## config.mk

```make
export PLATFORM = sky130hd
export DESIGN_NAME = mux_seven_segment_display
export DESIGN_NICKNAME = d
export VERILOG_FILES = /design/src/rtl/core/smsd_pkg.sv /design/src/rtl/core/smsd_ram.sv /design/src/rtl/core/smsd_front.sv /design/src/rtl/core/smsd_cmd_queue.sv /design/src/rtl/core/smsd_back.sv /design/src/rtl/core/mux_seven_segment_display.sv
export SDC_FILE = /design/constraint.sdc
export NUM_CORES = 1
export LEC_CHECK = 0
export BUFFER_PORTS_ARGS = -buffer_cell sky130_fd_sc_hd__buf_2
export CAP_MARGIN = 30
export CORE_MARGIN = 4
export CORE_UTILIZATION = 60
export CTS_BUF_LIST = sky130_fd_sc_hd__clkbuf_2 sky130_fd_sc_hd__clkbuf_4 sky130_fd_sc_hd__clkbuf_8
export DETAILED_ROUTE_END_ITERATION = 10
export HOLD_SLACK_MARGIN = 0.08
export PLACE_DENSITY = 0.77
export SYNTH_ARGS = -nofsm -noshare
export SYNTH_HDL_FRONTEND = slang
export SYNTH_SLANG_ARGS = --single-unit
```

## constraint.sdc

```tcl
create_clock -name clk -period 10.1 [get_ports clk]
set_input_delay 1.515 -clock clk [delete_from_list [all_inputs] [get_ports clk]]
set_output_delay 1.515 -clock clk [all_outputs]
set_load 0.01 [all_outputs]
```

## src/rtl/core/smsd_pkg.sv

```systemverilog
// Shared types, sizes and the character-to-segment table for the
// multiplexed seven-segment display driver. No dependencies.
`default_nettype none

package smsd_pkg;

	localparam int MSG_BUF_SIZE = 64;
	localparam int NUM_DIGITS = 4;

	// Index width holds the buffer size plus a full display window.
	localparam int IDX_W = $clog2(MSG_BUF_SIZE + NUM_DIGITS);
	localparam int BANK_DEPTH = (MSG_BUF_SIZE + NUM_DIGITS - 1) / NUM_DIGITS;
	localparam int BANK_AW = $clog2(BANK_DEPTH);

	localparam int CMD_DEPTH = 4;
	localparam int CMD_AW = $clog2(CMD_DEPTH);
	localparam int CMD_CW = $clog2(CMD_DEPTH + 1);
	localparam int OUT_DEPTH = 4;
	localparam int OUT_AW = $clog2(OUT_DEPTH);
	localparam int OUT_CW = $clog2(OUT_DEPTH + 1);

	localparam logic [15:0] PERIOD_RESET = 16'h0200;
	localparam logic [7:0] SEG_UNKNOWN = 8'h80;
	localparam logic [7:0] CHAR_ZERO = 8'h30;
	localparam logic [7:0] CHAR_BLANK = 8'h00;
	localparam logic [7:0] DIV10_MUL = 8'd205;
	localparam int TABLE_LEN = 127;

	typedef enum logic {
		ACT_TICK = 1'b0,
		ACT_APPEND = 1'b1
	} action_t;

	typedef struct packed {
		logic append;
		logic [7:0] ch;
		logic last;
		logic [3:0] min_tens;
		logic [3:0] min_units;
		logic [3:0] sec_tens;
		logic [3:0] sec_units;
		logic timer_led;
		logic target_led;
		logic edit_led;
	} cmd_t;

	typedef struct packed {
		logic [3:0] digit_onehot;
		logic [7:0] segments;
		logic timer_led;
		logic target_led;
		logic edit_led;
	} result_t;

	localparam logic [7:0] SEG_TABLE [TABLE_LEN] = '{
		8'h00, 8'h80, 8'h80, 8'h80, 8'h80, 8'h80, 8'h80, 8'h80,
		8'h80, 8'h80, 8'h80, 8'h80, 8'h80, 8'h80, 8'h80, 8'h80,
		8'h80, 8'h80, 8'h80, 8'h80, 8'h80, 8'h80, 8'h80, 8'h80,
		8'h80, 8'h80, 8'h80, 8'h80, 8'h80, 8'h80, 8'h80, 8'h80,
		8'h00, 8'h86, 8'h80, 8'h80, 8'h80, 8'h80, 8'h80, 8'h02,
		8'h30, 8'h06, 8'h80, 8'h80, 8'h80, 8'h40, 8'h80, 8'h12,
		8'h3F, 8'h06, 8'h5B, 8'h4F, 8'h66, 8'h6D, 8'h7D, 8'h07,
		8'h7F, 8'h67, 8'h41, 8'h0D, 8'h80, 8'h41, 8'h80, 8'hD3,
		8'h80,
		8'h77, 8'h7C, 8'h39, 8'h5E, 8'h79, 8'h71, 8'h3D,
		8'h76, 8'h30, 8'h1E, 8'h76, 8'h38, 8'h80, 8'h54, 8'h3F,
		8'h73, 8'h67, 8'h50, 8'h6D, 8'h70, 8'h1C, 8'h72, 8'h80,
		8'h80, 8'h6E, 8'h80,
		8'hB9, 8'h80, 8'h8F, 8'h80, 8'h08, 8'h80,
		8'h77, 8'h7C, 8'h58, 8'h5E, 8'h79, 8'h71, 8'h3D,
		8'h74, 8'h30, 8'h1E, 8'h76, 8'h38, 8'h80, 8'h54, 8'h5C,
		8'h73, 8'h67, 8'h50, 8'h6D, 8'h70, 8'h1C, 8'h72, 8'h80,
		8'h80, 8'h6E, 8'h80,
		8'h80, 8'h30, 8'h7C, 8'h52
	};

	function automatic logic [7:0] seg_code(input logic [7:0] ch);
		logic [7:0] code;
		if (ch < 8'(TABLE_LEN)) begin
			code = SEG_TABLE[ch[6:0]];
		end else begin
			code = SEG_UNKNOWN;
		end
		return code;
	endfunction

endpackage

`default_nettype wire

```

## src/rtl/core/smsd_ram.sv

```systemverilog
// Generic single-write, single-read RAM with a registered read port.
// No dependencies.
`default_nettype none

module smsd_ram #(
	parameter int WIDTH = 8,
	parameter int DEPTH = 16
) (
	input wire logic clk,
	input wire logic we,
	input wire logic [$clog2(DEPTH)-1:0] waddr,
	input wire logic [WIDTH-1:0] wdata,
	input wire logic re,
	input wire logic [$clog2(DEPTH)-1:0] raddr,
	output logic [WIDTH-1:0] rdata
);

	logic [WIDTH-1:0] mem_q [DEPTH];

	always_ff @(posedge clk) begin
		if (we) begin
			mem_q[waddr] <= wdata;
		end
		if (re) begin
			rdata <= mem_q[raddr];
		end
	end

endmodule

`default_nettype wire

```

## src/rtl/core/smsd_front.sv

```systemverilog
// Front end: accepts input items, classifies them and splits the timer
// values into decimal digits. Depends on smsd_pkg.
`default_nettype none

module smsd_front import smsd_pkg::*; (
	input wire logic push,
	output logic full,
	input wire logic action,
	input wire logic [6:0] minutes,
	input wire logic [5:0] seconds,
	input wire logic timer_paused,
	input wire logic target_active,
	input wire logic target_override,
	input wire logic edit_mode,
	input wire logic [7:0] msg_char,
	input wire logic msg_last,
	output logic cmd_push,
	output cmd_t cmd_data,
	input wire logic cmd_full
);

	logic [14:0] min_prod;
	logic [14:0] sec_prod;
	logic [3:0] min_tens;
	logic [3:0] sec_tens;
	logic [6:0] min_diff;
	logic [6:0] sec_diff;

	// Division by ten through a reciprocal multiply, exact below 1024.
	always_comb begin
		min_prod = 15'(minutes) * 15'(DIV10_MUL);
		sec_prod = 15'(seconds) * 15'(DIV10_MUL);
		min_tens = min_prod[14:11];
		sec_tens = sec_prod[14:11];
		min_diff = minutes - ({min_tens, 3'b000} + {2'b00, min_tens, 1'b0});
		sec_diff = {1'b0, seconds} - ({sec_tens, 3'b000} + {2'b00, sec_tens, 1'b0});
	end

	always_comb begin
		cmd_data.append = (action_t'(action) == ACT_APPEND);
		cmd_data.ch = msg_char;
		cmd_data.last = msg_last;
		cmd_data.min_tens = min_tens;
		cmd_data.min_units = min_diff[3:0];
		cmd_data.sec_tens = sec_tens;
		cmd_data.sec_units = sec_diff[3:0];
		cmd_data.timer_led = ~timer_paused;
		cmd_data.target_led = target_active | target_override;
		cmd_data.edit_led = edit_mode;
	end

	assign full = cmd_full;
	assign cmd_push = push & ~cmd_full;

endmodule

`default_nettype wire

```

## src/rtl/core/smsd_cmd_queue.sv

```systemverilog
// Short command queue between the front end and the back end.
// Depends on smsd_pkg.
`default_nettype none

module smsd_cmd_queue import smsd_pkg::*; (
	input wire logic clk,
	input wire logic arst_n,
	input wire logic push,
	input cmd_t wdata,
	output logic full,
	output logic valid,
	output cmd_t rdata,
	input wire logic pop
);

	cmd_t mem_q [CMD_DEPTH];
	logic [CMD_AW-1:0] wr_ptr_q;
	logic [CMD_AW-1:0] rd_ptr_q;
	logic [CMD_CW-1:0] cnt_q;
	logic do_push;
	logic do_pop;

	assign full = (cnt_q == CMD_CW'(CMD_DEPTH));
	assign valid = (cnt_q != '0);
	assign rdata = mem_q[rd_ptr_q];
	assign do_push = push & ~full;
	assign do_pop = pop & valid;

	always_ff @(posedge clk) begin
		if (do_push) begin
			mem_q[wr_ptr_q] <= wdata;
		end
	end

	always_ff @(posedge clk or negedge arst_n) begin
		if (!arst_n) begin
			wr_ptr_q <= '0;
			rd_ptr_q <= '0;
			cnt_q <= '0;
		end else begin
			if (do_push) begin
				wr_ptr_q <= wr_ptr_q + CMD_AW'(1);
			end
			if (do_pop) begin
				rd_ptr_q <= rd_ptr_q + CMD_AW'(1);
			end
			cnt_q <= cnt_q + CMD_CW'(do_push) - CMD_CW'(do_pop);
		end
	end

endmodule

`default_nettype wire

```

## src/rtl/core/smsd_back.sv

```systemverilog
// Back end: message buffer bookkeeping, refresh counter, window reads from
// four RAM banks, segment lookup and the result queue.
// Depends on smsd_pkg and smsd_ram.
`default_nettype none

module smsd_back import smsd_pkg::*; (
	input wire logic clk,
	input wire logic arst_n,
	input wire logic [15:0] refresh_period,
	input wire logic cmd_valid,
	input cmd_t cmd,
	output logic cmd_ready,
	output logic empty,
	output result_t res,
	input wire logic pop
);

	// Architectural state.
	logic [IDX_W-1:0] rd_idx_q;
	logic [IDX_W-1:0] end_idx_q;
	logic [IDX_W-1:0] pend_len_q;
	logic pend_ovf_q;
	logic [1:0] cur_digit_q;
	logic [15:0] refresh_cnt_q;
	logic [7:0] disp_q [NUM_DIGITS];

	// Result queue.
	result_t out_mem_q [OUT_DEPTH];
	logic [OUT_AW-1:0] out_wr_q;
	logic [OUT_AW-1:0] out_rd_q;
	logic [OUT_CW-1:0] out_cnt_q;

	// Second stage of a tick.
	logic valid_s2;
	logic reload_s2;
	logic win_s2;
	logic [1:0] base_s2;
	logic [1:0] digit_s2;
	logic [NUM_DIGITS-1:0] keep_s2;
	cmd_t cmd_s2;

	logic room;
	logic take;
	logic do_app;
	logic do_tick;

	logic drain;
	logic [IDX_W-1:0] end_b;
	logic [IDX_W-1:0] rd_b;
	logic [IDX_W-1:0] pos;
	logic [IDX_W-1:0] pos1;
	logic [IDX_W-1:0] pos2;
	logic store;
	logic commit;

	logic [15:0] cnt_inc;
	logic reload;
	logic win;
	logic [1:0] next_digit;
	logic [NUM_DIGITS-1:0] keep;

	logic [NUM_DIGITS-1:0] bank_we;
	logic [BANK_AW-1:0] bank_waddr [NUM_DIGITS];
	logic [7:0] bank_wdata [NUM_DIGITS];
	logic [BANK_AW-1:0] bank_raddr [NUM_DIGITS];
	logic [7:0] bank_rdata [NUM_DIGITS];

	logic [7:0] new_chars [NUM_DIGITS];
	logic [7:0] win_chars [NUM_DIGITS];
	logic [7:0] timer_chars [NUM_DIGITS];
	logic [7:0] show_char;
	result_t res_s2;
	logic out_push;
	logic out_pop;

	// A tick goes ahead only when the result queue has a place for it,
	// counting the one that may still be in the second stage.
	assign room = ((out_cnt_q + OUT_CW'(valid_s2)) < OUT_CW'(OUT_DEPTH));
	assign cmd_ready = cmd.append | room;
	assign take = cmd_valid & cmd_ready;
	assign do_app = take & cmd.append;
	assign do_tick = take & ~cmd.append;

	// Append bookkeeping. Once the buffer has drained, a new message
	// restarts at the bottom of the buffer.
	always_comb begin
		drain = (pend_len_q == '0) && !pend_ovf_q && (rd_idx_q == end_idx_q);
		end_b = drain ? '0 : end_idx_q;
		rd_b = drain ? '0 : rd_idx_q;
		pos = end_b + pend_len_q;
		pos1 = pos + IDX_W'(1);
		pos2 = pos + IDX_W'(2);
		store = !pend_ovf_q && (pos < IDX_W'(MSG_BUF_SIZE));
		// The message and its two blank separators must fit.
		commit = cmd.last && store && (pos <= IDX_W'(MSG_BUF_SIZE - 3));
	end

	// Consecutive positions fall in different banks, so the character and
	// both separators are written in the same cycle.
	always_comb begin
		for (int b = 0; b < NUM_DIGITS; b++) begin
			bank_we[b] = 1'b0;
			bank_waddr[b] = pos[BANK_AW+1:2];
			bank_wdata[b] = CHAR_BLANK;
			if (do_app && store && (pos[1:0] == 2'(b))) begin
				bank_we[b] = 1'b1;
				bank_wdata[b] = cmd.ch;
			end else if (do_app && commit && (pos1[1:0] == 2'(b))) begin
				bank_we[b] = 1'b1;
				bank_waddr[b] = pos1[BANK_AW+1:2];
			end else if (do_app && commit && (pos2[1:0] == 2'(b))) begin
				bank_we[b] = 1'b1;
				bank_waddr[b] = pos2[BANK_AW+1:2];
			end
		end
	end

	// Tick: refresh counter and window read addresses.
	always_comb begin
		logic [1:0] off;
		logic [IDX_W-1:0] p;
		cnt_inc = refresh_cnt_q + 16'd1;
		reload = (cnt_inc >= refresh_period);
		win = reload && (rd_idx_q != end_idx_q);
		next_digit = cur_digit_q + 2'd1;
		for (int b = 0; b < NUM_DIGITS; b++) begin
			off = 2'(b) - rd_idx_q[1:0];
			p = rd_idx_q + IDX_W'(off);
			bank_raddr[b] = p[BANK_AW+1:2];
			keep[b] = ((rd_idx_q + IDX_W'(b)) < end_idx_q);
		end
	end

	for (genvar g = 0; g < NUM_DIGITS; g++) begin : g_bank
		smsd_ram #(
			.WIDTH(8),
			.DEPTH(BANK_DEPTH)
		) u_ram (
			.clk(clk),
			.we(bank_we[g]),
			.waddr(bank_waddr[g]),
			.wdata(bank_wdata[g]),
			.re(do_tick),
			.raddr(bank_raddr[g]),
			.rdata(bank_rdata[g])
		);
	end

	always_ff @(posedge clk or negedge arst_n) begin
		if (!arst_n) begin
			rd_idx_q <= '0;
			end_idx_q <= '0;
			pend_len_q <= '0;
			pend_ovf_q <= 1'b0;
			cur_digit_q <= '0;
			refresh_cnt_q <= PERIOD_RESET - 16'd1;
		end else if (do_app) begin
			rd_idx_q <= rd_b;
			if (cmd.last) begin
				pend_len_q <= '0;
				pend_ovf_q <= 1'b0;
				end_idx_q <= commit ? (pos + IDX_W'(3)) : end_b;
			end else begin
				end_idx_q <= end_b;
				pend_len_q <= pend_len_q + IDX_W'(store);
				pend_ovf_q <= pend_ovf_q | ~store;
			end
		end else if (do_tick) begin
			refresh_cnt_q <= reload ? 16'd0 : cnt_inc;
			if (win) begin
				rd_idx_q <= rd_idx_q + IDX_W'(1);
			end
			cur_digit_q <= next_digit;
		end
	end

	always_ff @(posedge clk or negedge arst_n) begin
		if (!arst_n) begin
			valid_s2 <= 1'b0;
		end else begin
			valid_s2 <= do_tick;
		end
	end

	always_ff @(posedge clk) begin
		if (do_tick) begin
			reload_s2 <= reload;
			win_s2 <= win;
			base_s2 <= rd_idx_q[1:0];
			digit_s2 <= next_digit;
			keep_s2 <= keep;
			cmd_s2 <= cmd;
		end
	end

	// Second stage: build the reloaded characters and look up the segments.
	always_comb begin
		logic [1:0] bank;
		for (int k = 0; k < NUM_DIGITS; k++) begin
			bank = base_s2 + 2'(k);
			win_chars[k] = keep_s2[k] ? bank_rdata[bank] : CHAR_BLANK;
		end
		timer_chars[0] = CHAR_ZERO + {4'b0000, cmd_s2.min_tens};
		timer_chars[1] = CHAR_ZERO + {4'b0000, cmd_s2.min_units};
		timer_chars[2] = CHAR_ZERO + {4'b0000, cmd_s2.sec_tens};
		timer_chars[3] = CHAR_ZERO + {4'b0000, cmd_s2.sec_units};
		for (int k = 0; k < NUM_DIGITS; k++) begin
			new_chars[k] = win_s2 ? win_chars[k] : timer_chars[k];
		end
		show_char = reload_s2 ? new_chars[digit_s2] : disp_q[digit_s2];
		res_s2.digit_onehot = 4'b0001 << digit_s2;
		res_s2.segments = seg_code(show_char);
		res_s2.timer_led = cmd_s2.timer_led;
		res_s2.target_led = cmd_s2.target_led;
		res_s2.edit_led = cmd_s2.edit_led;
	end

	always_ff @(posedge clk or negedge arst_n) begin
		if (!arst_n) begin
			for (int k = 0; k < NUM_DIGITS; k++) begin
				disp_q[k] <= CHAR_BLANK;
			end
		end else if (valid_s2 && reload_s2) begin
			for (int k = 0; k < NUM_DIGITS; k++) begin
				disp_q[k] <= new_chars[k];
			end
		end
	end

	assign out_push = valid_s2;
	assign empty = (out_cnt_q == '0);
	assign out_pop = pop & ~empty;
	assign res = out_mem_q[out_rd_q];

	always_ff @(posedge clk) begin
		if (out_push) begin
			out_mem_q[out_wr_q] <= res_s2;
		end
	end

	always_ff @(posedge clk or negedge arst_n) begin
		if (!arst_n) begin
			out_wr_q <= '0;
			out_rd_q <= '0;
			out_cnt_q <= '0;
		end else begin
			if (out_push) begin
				out_wr_q <= out_wr_q + OUT_AW'(1);
			end
			if (out_pop) begin
				out_rd_q <= out_rd_q + OUT_AW'(1);
			end
			out_cnt_q <= out_cnt_q + OUT_CW'(out_push) - OUT_CW'(out_pop);
		end
	end

	a_out_bound: assert property (@(posedge clk) disable iff (!arst_n)
		out_cnt_q <= OUT_CW'(OUT_DEPTH))
		else $error("result queue count out of range");

	a_credit: assert property (@(posedge clk) disable iff (!arst_n)
		valid_s2 |-> (out_cnt_q < OUT_CW'(OUT_DEPTH)))
		else $error("tick reached second stage without a result slot");

	a_read_behind_end: assert property (@(posedge clk) disable iff (!arst_n)
		rd_idx_q <= end_idx_q)
		else $error("read index passed end index");

	a_buffer_fits: assert property (@(posedge clk) disable iff (!arst_n)
		(end_idx_q + pend_len_q) <= IDX_W'(MSG_BUF_SIZE))
		else $error("pending message runs past the buffer");

	a_reload_clears: assert property (@(posedge clk) disable iff (!arst_n)
		(do_tick && reload) |=> (refresh_cnt_q == 16'd0))
		else $error("refresh counter not cleared on reload");

endmodule

`default_nettype wire

```

## src/rtl/core/mux_seven_segment_display.sv

```systemverilog
// Top level of the multiplexed seven-segment display driver: front end,
// command queue, back end and the refresh period register.
// Depends on smsd_pkg, smsd_front, smsd_cmd_queue and smsd_back.
//
//   Channel   Handshake            Payload
//   -------   ------------------   ---------------------------------------------
//   input     push / full          action, minutes, seconds, timer_paused,
//                                  target_active, target_override, edit_mode,
//                                  msg_char, msg_last
//   result    empty / pop          digit_onehot, segments, timer_led,
//                                  target_led, edit_led
//   config    cfg_valid/cfg_ready  cfg_data (refresh period)
//
// One item is accepted per clock while full is low; the back end retires one
// per clock too, but holds a tick while the result queue has no room for it.
// The back end reads the four message RAM banks as a tick leaves the command
// queue, and a second stage looks up the segments for the result queue.
// arst_n clears all control state at once; there is no clearing pass.
// A full result queue stalls ticks in the back end; the command queue then
// fills and raises full.
`default_nettype none

module mux_seven_segment_display import smsd_pkg::*; (
	input wire logic clk,
	input wire logic arst_n,
	input wire logic push,
	output logic full,
	input wire logic action,
	input wire logic [6:0] minutes,
	input wire logic [5:0] seconds,
	input wire logic timer_paused,
	input wire logic target_active,
	input wire logic target_override,
	input wire logic edit_mode,
	input wire logic [7:0] msg_char,
	input wire logic msg_last,
	output logic empty,
	input wire logic pop,
	output logic [3:0] digit_onehot,
	output logic [7:0] segments,
	output logic timer_led,
	output logic target_led,
	output logic edit_led,
	input wire logic cfg_valid,
	output logic cfg_ready,
	input wire logic [15:0] cfg_data
);

	logic [15:0] refresh_period_q;
	logic cmd_push;
	cmd_t cmd_in;
	logic cmd_full;
	logic cmd_valid;
	cmd_t cmd_head;
	logic cmd_ready;
	result_t res;

	assign cfg_ready = 1'b1;

	always_ff @(posedge clk or negedge arst_n) begin
		if (!arst_n) begin
			refresh_period_q <= PERIOD_RESET;
		end else if (cfg_valid && cfg_ready) begin
			refresh_period_q <= cfg_data;
		end
	end

	smsd_front u_front (
		.push(push),
		.full(full),
		.action(action),
		.minutes(minutes),
		.seconds(seconds),
		.timer_paused(timer_paused),
		.target_active(target_active),
		.target_override(target_override),
		.edit_mode(edit_mode),
		.msg_char(msg_char),
		.msg_last(msg_last),
		.cmd_push(cmd_push),
		.cmd_data(cmd_in),
		.cmd_full(cmd_full)
	);

	smsd_cmd_queue u_cmd_queue (
		.clk(clk),
		.arst_n(arst_n),
		.push(cmd_push),
		.wdata(cmd_in),
		.full(cmd_full),
		.valid(cmd_valid),
		.rdata(cmd_head),
		.pop(cmd_ready)
	);

	smsd_back u_back (
		.clk(clk),
		.arst_n(arst_n),
		.refresh_period(refresh_period_q),
		.cmd_valid(cmd_valid),
		.cmd(cmd_head),
		.cmd_ready(cmd_ready),
		.empty(empty),
		.res(res),
		.pop(pop)
	);

	assign digit_onehot = res.digit_onehot;
	assign segments = res.segments;
	assign timer_led = res.timer_led;
	assign target_led = res.target_led;
	assign edit_led = res.edit_led;

endmodule

`default_nettype wire

```

# After elaboration in Yosys (flattened, before gate mapping)
# Memories as Yosys holds them, arrays and structs flattened. A register that Yosys moved wholly into a read port is not among the register bits.
# Index checks and enable logic that the tools add are counted.
[totals]
mem_bits_ro = 1024
reg_bits = 132
ramBits = 684
out_inout_bits = 18
in_bits = 48
n_memories = 7
word_cells = 238
[mem_list]
columns = ["name", "words", "width", "read_ports", "rd_ports_with_merged_regs", "write_ports", "line", "rtl"]
rows = [
  ["(no name shown)", 128, 8, 1, 0, 0, "smsd_pkg.sv:80", "code = SEG_TABLE[ch[6:0]];"],
  ["u_back.g_bank[0].u_ram.mem_q", 16, 8, 1, 1, 1, "smsd_ram.sv:18", "logic [WIDTH-1:0] mem_q [DEPTH];"],
  ["u_back.g_bank[1].u_ram.mem_q", 16, 8, 1, 1, 1, "smsd_ram.sv:18", ""],
  ["u_back.g_bank[2].u_ram.mem_q", 16, 8, 1, 1, 1, "smsd_ram.sv:18", ""],
  ["u_back.g_bank[3].u_ram.mem_q", 16, 8, 1, 1, 1, "smsd_ram.sv:18", ""],
  ["u_cmd_queue.mem_q", 4, 28, 1, 0, 1, "smsd_cmd_queue.sv:16", "cmd_t mem_q [CMD_DEPTH];"],
  ["1 more memories", "--", "--", "--", "--", "--", "--", ""],
]
[op_classes]
reduce_logical = 32
n_shift = 1
mul = 2
n_mux = 80
magnitude_cmp = 15
eq_ne = 13
bitwise = 21
add_sub_neg = 37
[ops]
columns = ["op", "n"]
rows = [
  ["$mux W8", 28],
  ["$bmux W8 S2", 6],
  ["$mux W7", 8],
  ["$mux W4", 12],
  ["$add A6 B4 Y7 const A", 4],
  ["$lt A7 B7 Y1", 4],
  ["$mux W1", 25],
  ["$add A6 B2 Y6", 4],
  ["$add A7 B2 Y7 const B", 3],
  ["$logic_and A1 B1 Y1", 21],
  ["$add A16 B1 Y16 const B", 1],
  ["$ge A16 B16 Y1", 1],
  ["$mux W16", 1],
  ["$ge A3 B3 Y1 const B", 5],
  ["$mul A7 B8 Y15 const B", 1],
  ["$not A2 Y3", 5],
  ["$mul A6 B8 Y14 const B", 1],
  ["$add A2 B1 Y2 const B", 6],
  ["$eq A2 B2 Y1 const B", 6],
  ["$add A4 B4 Y4", 2],
  ["$ge A8 B8 Y1 const B", 1],
  ["$lt A8 B7 Y1 const B", 1],
  ["$not A7 Y8", 1],
  ["$sub A4 B4 Y4", 2],
  ["30 further kinds", 52],
]

# Longest topological paths before layout
# Gate-level depths: netlist (run 1).
[logic_depth]
word_depth = 16
depth_mapped = 24

# Cells and area by module
# A second synthesis (run 1) with hierarchy kept.
[hier_totals]
cells_unflattened = 2517
area_unflattened_um2 = 39959.6
[modules_own_cells]
columns = ["mod", "cells_each", "area_per_inst_um2", "seq_area_each_um2", "instances"]
rows = [
  ["smsd_ram", 229, 5227.5, 4083.9, 4],
  ["smsd_back", 1166, 11896.4, 4685.7, 1],
  ["smsd_cmd_queue", 191, 4655.7, 3658.5, 1],
  ["smsd_front", 208, 1835.5, 0.0, 1],
  ["mux_seven_segment_display", 36, 661.9, 401.6, 1],
]

# Worst setup path before layout (run 1)
# OpenSTA, ideal clock, no wires.
[synth_path]
path_kind = "register -> register"
from = "reg u_back.rd_idx_q[1]"
to = "mem u_back.g_bank[2].u_ram.mem_q[56][0], in the netlist u_back.g_bank[2].u_ram.mem_q[14][0], enable pin"
arrival_ns = 5.762
slack_ns = 3.944
n_path_buf = 1
required_ns = 9.705
synth_period_minus_slack_ns = 6.156
stages_incl_launch_ff = 19
cell_sequence = "dfrtp_1 inv_1 ha_1 nand4b_1 nor4_4 and2b_1 ha_1 fa_1 xnor2_1 inv_1 clkbuf_1 ha_1 a21oi_1 a21oi_1 nand3_1 o2111ai_4 or4_1 xor2_1 nor4_1"
[synth_between]
elab_chain_cells = 15
elab_cells_between_ends = 27
cone_classes = "3 x add/sub; 2 x order compare; 4 x eq/ne; 9 x mux; 9 x reduce/logical"
[synth_rtl]
columns = ["item", "line", "rtl"]
rows = [
  ["start, declared", "smsd_back.sv:19", "logic [IDX_W-1:0] rd_idx_q;"],
  ["start signal, assigned", "smsd_back.sv:158", "rd_idx_q <= rd_b;"],
  ["start signal, assigned", "smsd_back.sv:171", "rd_idx_q <= rd_idx_q + IDX_W'(1);"],
  ["$eq A7 B7 Y1 *", "smsd_back.sv:87", "drain = (pend_len_q == '0) && !pend_ovf_q && (rd_idx_q == end_idx_q);"],
  ["$logic_and A1 B1 Y1 *", "smsd_back.sv:87", ""],
  ["$mux W7 *", "smsd_back.sv:88", "end_b = drain ? '0 : end_idx_q;"],
  ["$add A7 B7 Y7 *", "smsd_back.sv:90", "pos = end_b + pend_len_q;"],
  ["$lt A7 B7 Y1", "smsd_back.sv:93", "store = !pend_ovf_q && (pos < IDX_W'(MSG_BUF_SIZE));"],
  ["$logic_and A1 B1 Y1", "smsd_back.sv:93", ""],
  ["$logic_and A1 B1 Y1 (2 in a row)", "smsd_back.sv:95", "commit = cmd.last && store && (pos <= IDX_W'(MSG_BUF_SIZE - 3));"],
  ["$logic_and A1 B1 Y1", "smsd_back.sv:108, smsd_back.sv:111", ""],
  ["$logic_and A1 B1 Y1", "smsd_back.sv:111", "end else if (do_app && commit && (pos2[1:0] == 2'(b))) begin"],
  ["$mux W1", "smsd_back.sv:111", ""],
  ["$mux W1", "smsd_back.sv:108", "end else if (do_app && commit && (pos1[1:0] == 2'(b))) begin"],
  ["$mux W1", "smsd_back.sv:105", "if (do_app && store && (pos[1:0] == 2'(b))) begin"],
  ["$mux W1", "smsd_ram.sv:21", "if (we) begin"],
  ["$mux W1 (not written as such)", "smsd_ram.sv:22", "mem_q[waddr] <= wdata;"],
  ["end, declared", "smsd_ram.sv:18", ""],
]
# Mark *: on every way between the ends. The rest lies on a longest branch, timed or not.

# Final worst setup path (run 1)
[layout_path]
from = "reg u_back.rd_idx_q[2]"
to = "mem u_back.g_bank[1].u_ram.mem_q[16][4], in the netlist u_back.g_bank[1].u_ram.mem_q[4][4], enable pin"
[layout_between]
elab_chain_cells = 15
elab_cells_between_ends = 27
cone_classes = "3 x add/sub; 2 x order compare; 4 x eq/ne; 9 x mux; 9 x reduce/logical"
[layout_rtl]
columns = ["item", "line"]
rows = [
  ["$eq A7 B7 Y1 *", "smsd_back.sv:87"],
  ["$logic_and A1 B1 Y1 *", "smsd_back.sv:87"],
  ["$mux W7 *", "smsd_back.sv:88"],
  ["$add A7 B7 Y7 *", "smsd_back.sv:90"],
  ["$lt A7 B7 Y1", "smsd_back.sv:93"],
  ["$logic_and A1 B1 Y1", "smsd_back.sv:93"],
  ["$logic_and A1 B1 Y1 (2 in a row)", "smsd_back.sv:95"],
  ["$logic_and A1 B1 Y1", "smsd_back.sv:108, smsd_back.sv:111"],
  ["$logic_and A1 B1 Y1", "smsd_back.sv:111"],
  ["$mux W1", "smsd_back.sv:111"],
  ["$mux W1", "smsd_back.sv:108"],
  ["$mux W1", "smsd_back.sv:105"],
  ["$mux W1", "smsd_ram.sv:21"],
  ["$mux W1 (not written as such)", "smsd_ram.sv:22"],
  ["end, declared", "smsd_ram.sv:18"],
]
# Marks and branches as above.

==> reports/qor.txt, run 1 <==
DR iter-0 viols: 2464
Maximum VDD drop: 0.178 mV
Max-Slew Margin vs Limit: 0.312
FFs w/ async S/R, synth: 0.122
GRT Total Usage: 0.260
Top-count cell post-synth: edfxtp_1
Remaining routing DRC violations: 0
Worst slew pin tran: 1.03 ns
Crit-path slowest cell: buf_4
Critical path's largest stage delay: 0.64 ns
Final Max Slew Viols: 0
Syn Inst Count: 2505
Inst Count DP: 3369
Leak: 15.9 nW
First-pass GRT wire length: 139 mm
Synth Warn #: 0
Area of the mapped netlist: 39300 sq um
Register bit total from synthesis: 847
Share of the synthesized area in the top cell type: 0.568
# rows: 93
CTS Sinks: 847
HP Class: reg2reg
FMAX: 142 MHz
Root Driver: clkbuf_8
Hold_buf cts: 0
Num CTS Buffers: 136
Synth cell count leaders: edfxtp_1 (744), mux4_2 (219), nand2_1 (182)
Post-synth EDFFs: 744
Top cells by area, synth: edfxtp_1 (57%), mux4_2 (13%), dfrtp_1 (5.9%)
Most used cell along the critical path: ha_1
Final cell count without fillers: 3631
Critical path, cell by cell: buf_4, ha_1, nand3_1, nor4_4, and2b_1, ha_1, fa_1, xnor2_1, buf_4, inv_1, ha_1, a21oi_1, a21oi_1, nand3_1, o2111ai_4, or4_1, xor2_1, nand2b_1, nor3_1, buf_2
Final-stage net count: 2882
Die ar.: 69700 sq um
Core area: 64700 sq um
Drt via density: 6.34
Sequential element share of the synthesized area: 0.634
Max_cap viols: 0
Worst setup EP type: flip-flop
CTS tree: done
Mean Syn Cell Area: 15.7 sq um
PD cells: 297 nW/um^2
Worst endpoint required time: 10.59 ns
Vias post-DR: 23.0k
Clock Skew: 0.0397 ns
Number of global-route vias before repair: 23.3k
Hold path start: u_back.end_idx_q[2]
Crit share post-route: 0.695
CTS max path bufs: 3
Yosys top cell by area: edfxtp_1
Crit path launch type: flip-flop
CP startpoint: u_back.rd_idx_q[2]
Initial Util: 0.608
CP arrival: 7.52 ns
Postcts setup bufs: 0
H-tree depth: 4
Antenna violations before repair: 1
DRT antenna net count: 0
Avg WL per Cell: 24.7 um
# setup viols final: 0
Largest net degree at the start of global routing: 78
Die height: 264 um
RR Startpoint: u_back.rd_idx_q[2]
Layout cells sized above 1: 0.230
Syn_nets: 2722
Final hold vios: 0
Fin Setup TNS: 0 ns
Grt ovf: 0
CTS resizes: 0
Crit Path Category: reg2reg
Status: finished clean
Worst hold slack: 0.480 ns
Die width: 264 um
RSZ-0062 raised after global routing: false
DRT Pass-1 Iters: 6
HPWL after DPL: 60.5 mm
Synth-to-Final Area Change: 11.1%
Crit path max fanout: 49
Routed wire length: 89.7 mm
Distinct cells, synth: 90
Clock Latency Late Sink: 0.80 ns
Post-layout min period: 7.02 ns
I/O Buffers: 64
Top FF cell, synth: edfxtp_1
I/O pin count: 66
CTS clk-pin slew, worst paths: 0.06 ns
GP Congestion: 0.918
## cell families after synthesis
family,after synthesis,synth area share
AO/OA/AOI/OAI,332,0.0548
XOR/XNOR,92,0.0219
adder cells (fa/ha/maj),169,0.0568
buffers and inverters,226,0.0222
flip-flops,847,0.634
multiplexers,265,0.137
other,1,0.0000953
AND/OR/NAND/NOR,573,0.0734
## report_power, final
part,switching [W],internal (W),total (W)
Sequential,0.000328,0.00494,0.00527
Combinational,0.00311,0.00163,0.00475
Clock,0.00135,0.00160,0.00295
## cell type report
cell class | count | area [sq um]
Timing Repair Buffer | 141 | 945
Sequential cell | 847 | 24900
Clock buffer | 190 | 2310
Inverter | 107 | 402
Clock inverter | 56 | 414
Antenna cell | 3 | 7.51
Multi-Input combinational cell | 1432 | 13600
Tap cell | 855 | 1070
Fill cell | 4345 | 21000
## registers in the layout (all words and copies together) (netlist names), 2 cells and up
register                   flops
u_back.disp_q                 32
u_back.out_wr_q                2
u_back.pend_len_q              7
u_back.end_idx_q               7
u_cmd_queue.wr_ptr_q           2
u_back.out_rd_q                2
u_back.out_cnt_q               3
u_cmd_queue.rd_ptr_q           2
u_back.refresh_cnt_q          16
u_back.cur_digit_q             2
u_back.base_s2                 2
u_cmd_queue.mem_q            112
u_back.digit_s2                2
u_back.rd_idx_q                7
u_back.keep_s2                 4
u_back.cmd_s2                 18
u_cmd_queue.cnt_q              3
refresh_period_q              16
u_back.out_mem_q              60
u_back.g_bank.u_ram.mem_q    512
u_back.g_bank.u_ram.rdata     32
## worst max-delay path, delay by kind of cell, from the launching register on
family	cells	cell delay, ns
simple gates	7	2.57
buf+inv	4	1.40
fa+ha+maj	4	1.18
compound gates	3	0.61
xor+xnor	2	0.57
flops	1	0.34
## layer usage
layer,vias to the layer above,global-route usage,routed length [um],part of all wire
li1,10100,-,-,-
met1,11700,0.374,36800,0.41
met2,1114,0.406,43200,0.48
met3,164,0.0499,7210,0.080
met4,0,0.0932,2590,0.029
met5,-,0,0,0
## cells in the final DEF, fill, tap and decap left out, types with 16 or more instances in the layout
cell type  netlist  routed
edfxtp_1       744     744
mux4_2         219     219
nand2_1        182     182
ha_1           153     153
clkbuf_8         0     142
nor2_1         112     112
inv_1          104     104
o21ai_0         98      98
dfrtp_1         93      90
a21oi_1         78      78
buf_2           14      73
buf_4            2      60
xnor2_1         56      52
clkbuf_4         0      50
nor2b_1         45      45
and2_1          48      44
mux2i_1         43      43
nor3_1          34      34
nand3_1         32      32
xor2_1          31      27
clkinv_1         3      27
a211oi_1        26      26
nand2b_1        23      23
nor4_1          20      20
a31oi_1         17      17
fa_1            16      16
## final timing paths
kind	end	slack, ns	depth (start not counted)
setup / recovery	u_back.g_bank[1].u_ram.mem_q[4][4]	3.08	20
hold reg to reg	u_back.end_idx_q[2]	0.48	2
setup reg to reg	u_back.g_bank[1].u_ram.mem_q[4][4]	3.08	20
min in group asynchronous	refresh_period_q[6]	0.71	1
max in group asynchronous	u_back.out_cnt_q[2]	8.42	3
hold / removal	u_back.end_idx_q[2]	0.48	2
## stage by stage
stage | utilization | instance area [sq um] | worst slack, ns | total power (W)
after floorplan | - | 39300 | 3.94 | 0.00839
after global placement | 0.630 | 40700 | 3.11 | 0.00976
after CTS | 0.673 | 43600 | 3.04 | 0.0129
after global routing | 0.675 | 43700 | 2.63 | 0.0136
final | 0.675 | 43700 | 3.08 | 0.0130
after detailed placement | 0.631 | 40800 | 3.06 | 0.00995
(Power assumes the default switching activity.)
==> run 2: changes to the inputs <==
- CORE_UTILIZATION: 60 -> 59
- PLACE_DENSITY: 0.77 -> 0.78
- clock period: 10.1 -> 5.9 ns (I/O delays scaled with it)
==> reports/qor.txt, run 2 (synthesis results as in run 1) <==
PD cells: 505 nW/um^2
Layout cells sized above 1: 0.250
Die ar.: 70900 sq um
CTS clk-pin slew, worst paths: 0.06 ns
Post-layout min period: 5.62 ns
First-pass GRT wire length: 139 mm
I/O pin count: 66
I/O Buffers: 64
# setup viols final: 0
Most frequent cells in the layout: edfxtp_1 (744), mux4_2 (219), nand2_1 (182), ha_1 (153), clkbuf_8 (144)
Biggest register: u_back.g_bank.u_ram.mem_q
Final cell count without fillers: 3694
Initial Util: 0.596
Final hold vios: 0
Top Registers: u_back.g_bank.u_ram.mem_q (512), u_cmd_queue.mem_q (112), u_back.out_mem_q (60)
CTS Sinks: 847
Avg WL per Cell: 24.0 um
CP arrival: 6.13 ns
HP Class: in2async
Crit path launch type: flip-flop
Routed wire length: 88.8 mm
Final-stage net count: 2929
# rows: 94
Crit-path slowest cell: and4bb_2
DRT Pass-1 Iters: 6
Die width: 266 um
H-tree depth: 4
Worst setup EP type: flip-flop
Inst Count DP: 3436
Commonest non-fill, non-tap cell in the layout: edfxtp_1
Most used cell along the critical path: ha_1
Number of global-route vias before repair: 23.7k
Core area: 66000 sq um
Critical path, cell by cell: inv_1, ha_1, nand4b_1, nor4_4, and2b_1, ha_1, fa_1, a21o_1, a21oi_1, o21ai_2, xnor2_4, nand3_1, and4bb_2, xnor2_1, nand2b_1, nor2_1, buf_4
CTS max path bufs: 3
Vias post-DR: 23.0k
Max reg flops: 512
Maximum VDD drop: 0.311 mV
Max_cap viols: 0
HPWL after DPL: 60.5 mm
Crit Path Category: reg2reg
Remaining routing DRC violations: 0
GRT Total Usage: 0.256
Worst-case reg-to-reg path depth: 17
Critical path's largest stage delay: 0.50 ns
GP Congestion: 0.950
Antenna violations before repair: 1
DR iter-0 viols: 2742
FMAX: 178 MHz
Largest net degree at the start of global routing: 78
PnR Total Power: 0.0224 W
Num CTS Buffers: 135
Root Driver: clkbuf_8
Met1 usage: 0.354
Clock Latency Late Sink: 0.78 ns
Postcts setup bufs: 0
Leak: 16.2 nW
Status: finished clean
M3 GR Usage: 0.0539
Grt ovf: 0
Drt via density: 6.23
Met2 Use GR: 0.410
RSZ-0062 raised after global routing: true
Clock Skew: 0.0307 ns
Gr busiest metal: met2
Final Max Slew Viols: 0
Worst slew pin tran: 1.02 ns
Crit path max fanout: 13
Worst hold slack: 0.196 ns
Die height: 266 um
Crit share post-route: 0.953
Max-Slew Margin vs Limit: 0.315
Synth-to-Final Area Change: 12.7%
Worst endpoint required time: 6.41 ns
CTS tree: done
DRT antenna net count: 0
run 2: cell count changes in the layout (fill, tap and decap cells not counted), sizes merged:
cell,previous run,this run
buf,138,189
clkinvlp,5,0
bufinv,4,8
diode,3,7
clkinv,43,41
inv,111,113
run 2: timing repair:
action	CTS	global route
hold endpoints to repair	0	0
hold buffers	0	0
endpoints found under the setup margin	0	80
gates resized for setup	0	2
run 2: per-layer routing:
layer  wire [um]  vias to the layer above
met5           0                        -
met1       35500                    11600
met3        7370                      157
met2       43200                     1064
met4        2790                        0
li1            -                    10200
run 2: final timing paths:
check	endpoint	slack, ns	startpoint
worst min-delay path	refresh_period_q[7]	0.20	arst_n
worst max register to register	u_back.g_bank[0].u_ram.mem_q[11][7]	0.28	u_back.end_idx_q[1]
worst max-delay path	u_back.g_bank[0].u_ram.mem_q[11][7]	0.28	u_back.end_idx_q[1]
worst min register to register	u_back.disp_q[22]	0.48	u_back.disp_q[22]
max in group asynchronous	u_cmd_queue.rd_ptr_q[0]	4.52	arst_n
min in group clk	refresh_period_q[15]	0.33	cfg_data[15]
run 2: final cells by class:
type / instances / area (sq um)
sequential: 847 / 24900
clock inverter: 55 / 502
multi-input combinational: 1432 / 13700
clock buffer: 193 / 2350
antenna: 7 / 17.5
tap: 864 / 1080
timing repair buffer: 189 / 1310
inverter: 107 / 403
fill: 4288 / 21700
run 2: report_power, final:
part	switching, W	total, W	leakage (nW)	internal [W]
clock	0.00229	0.00523	1.52	0.00294
sequential	0.000586	0.00904	8.12	0.00845
combinational	0.00524	0.00814	6.59	0.00290
run 2: critical path: cells and delay by family, from the launching register on:
kind                       cells  cell delay [ns]
adders and majority gates      3             0.91
AOI/OAI and AO/OA              3             0.74
and+or+nand+nor                7             2.23
xor gates and xnor gates       2             0.75
DFF                            1             0.38
buffers and inverters          2             0.35
run 2: through the flow:
step / setup WS, ns / setup TNS [ns] / area, sq um / utilization
4_1_cts: 0.242 / 0 / 44200 / 0.671
2_1_floorplan: -0.256 / -24.48 / 39500 / -
3_3_place_gp: 0.375 / 0 / 41400 / 0.627
5_1_grt: -0.00888 / -0.0346 / 44300 / 0.672
3_5_place_dp: 0.156 / 0 / 41400 / 0.627
6_report: 0.277 / 0 / 44300 / 0.672
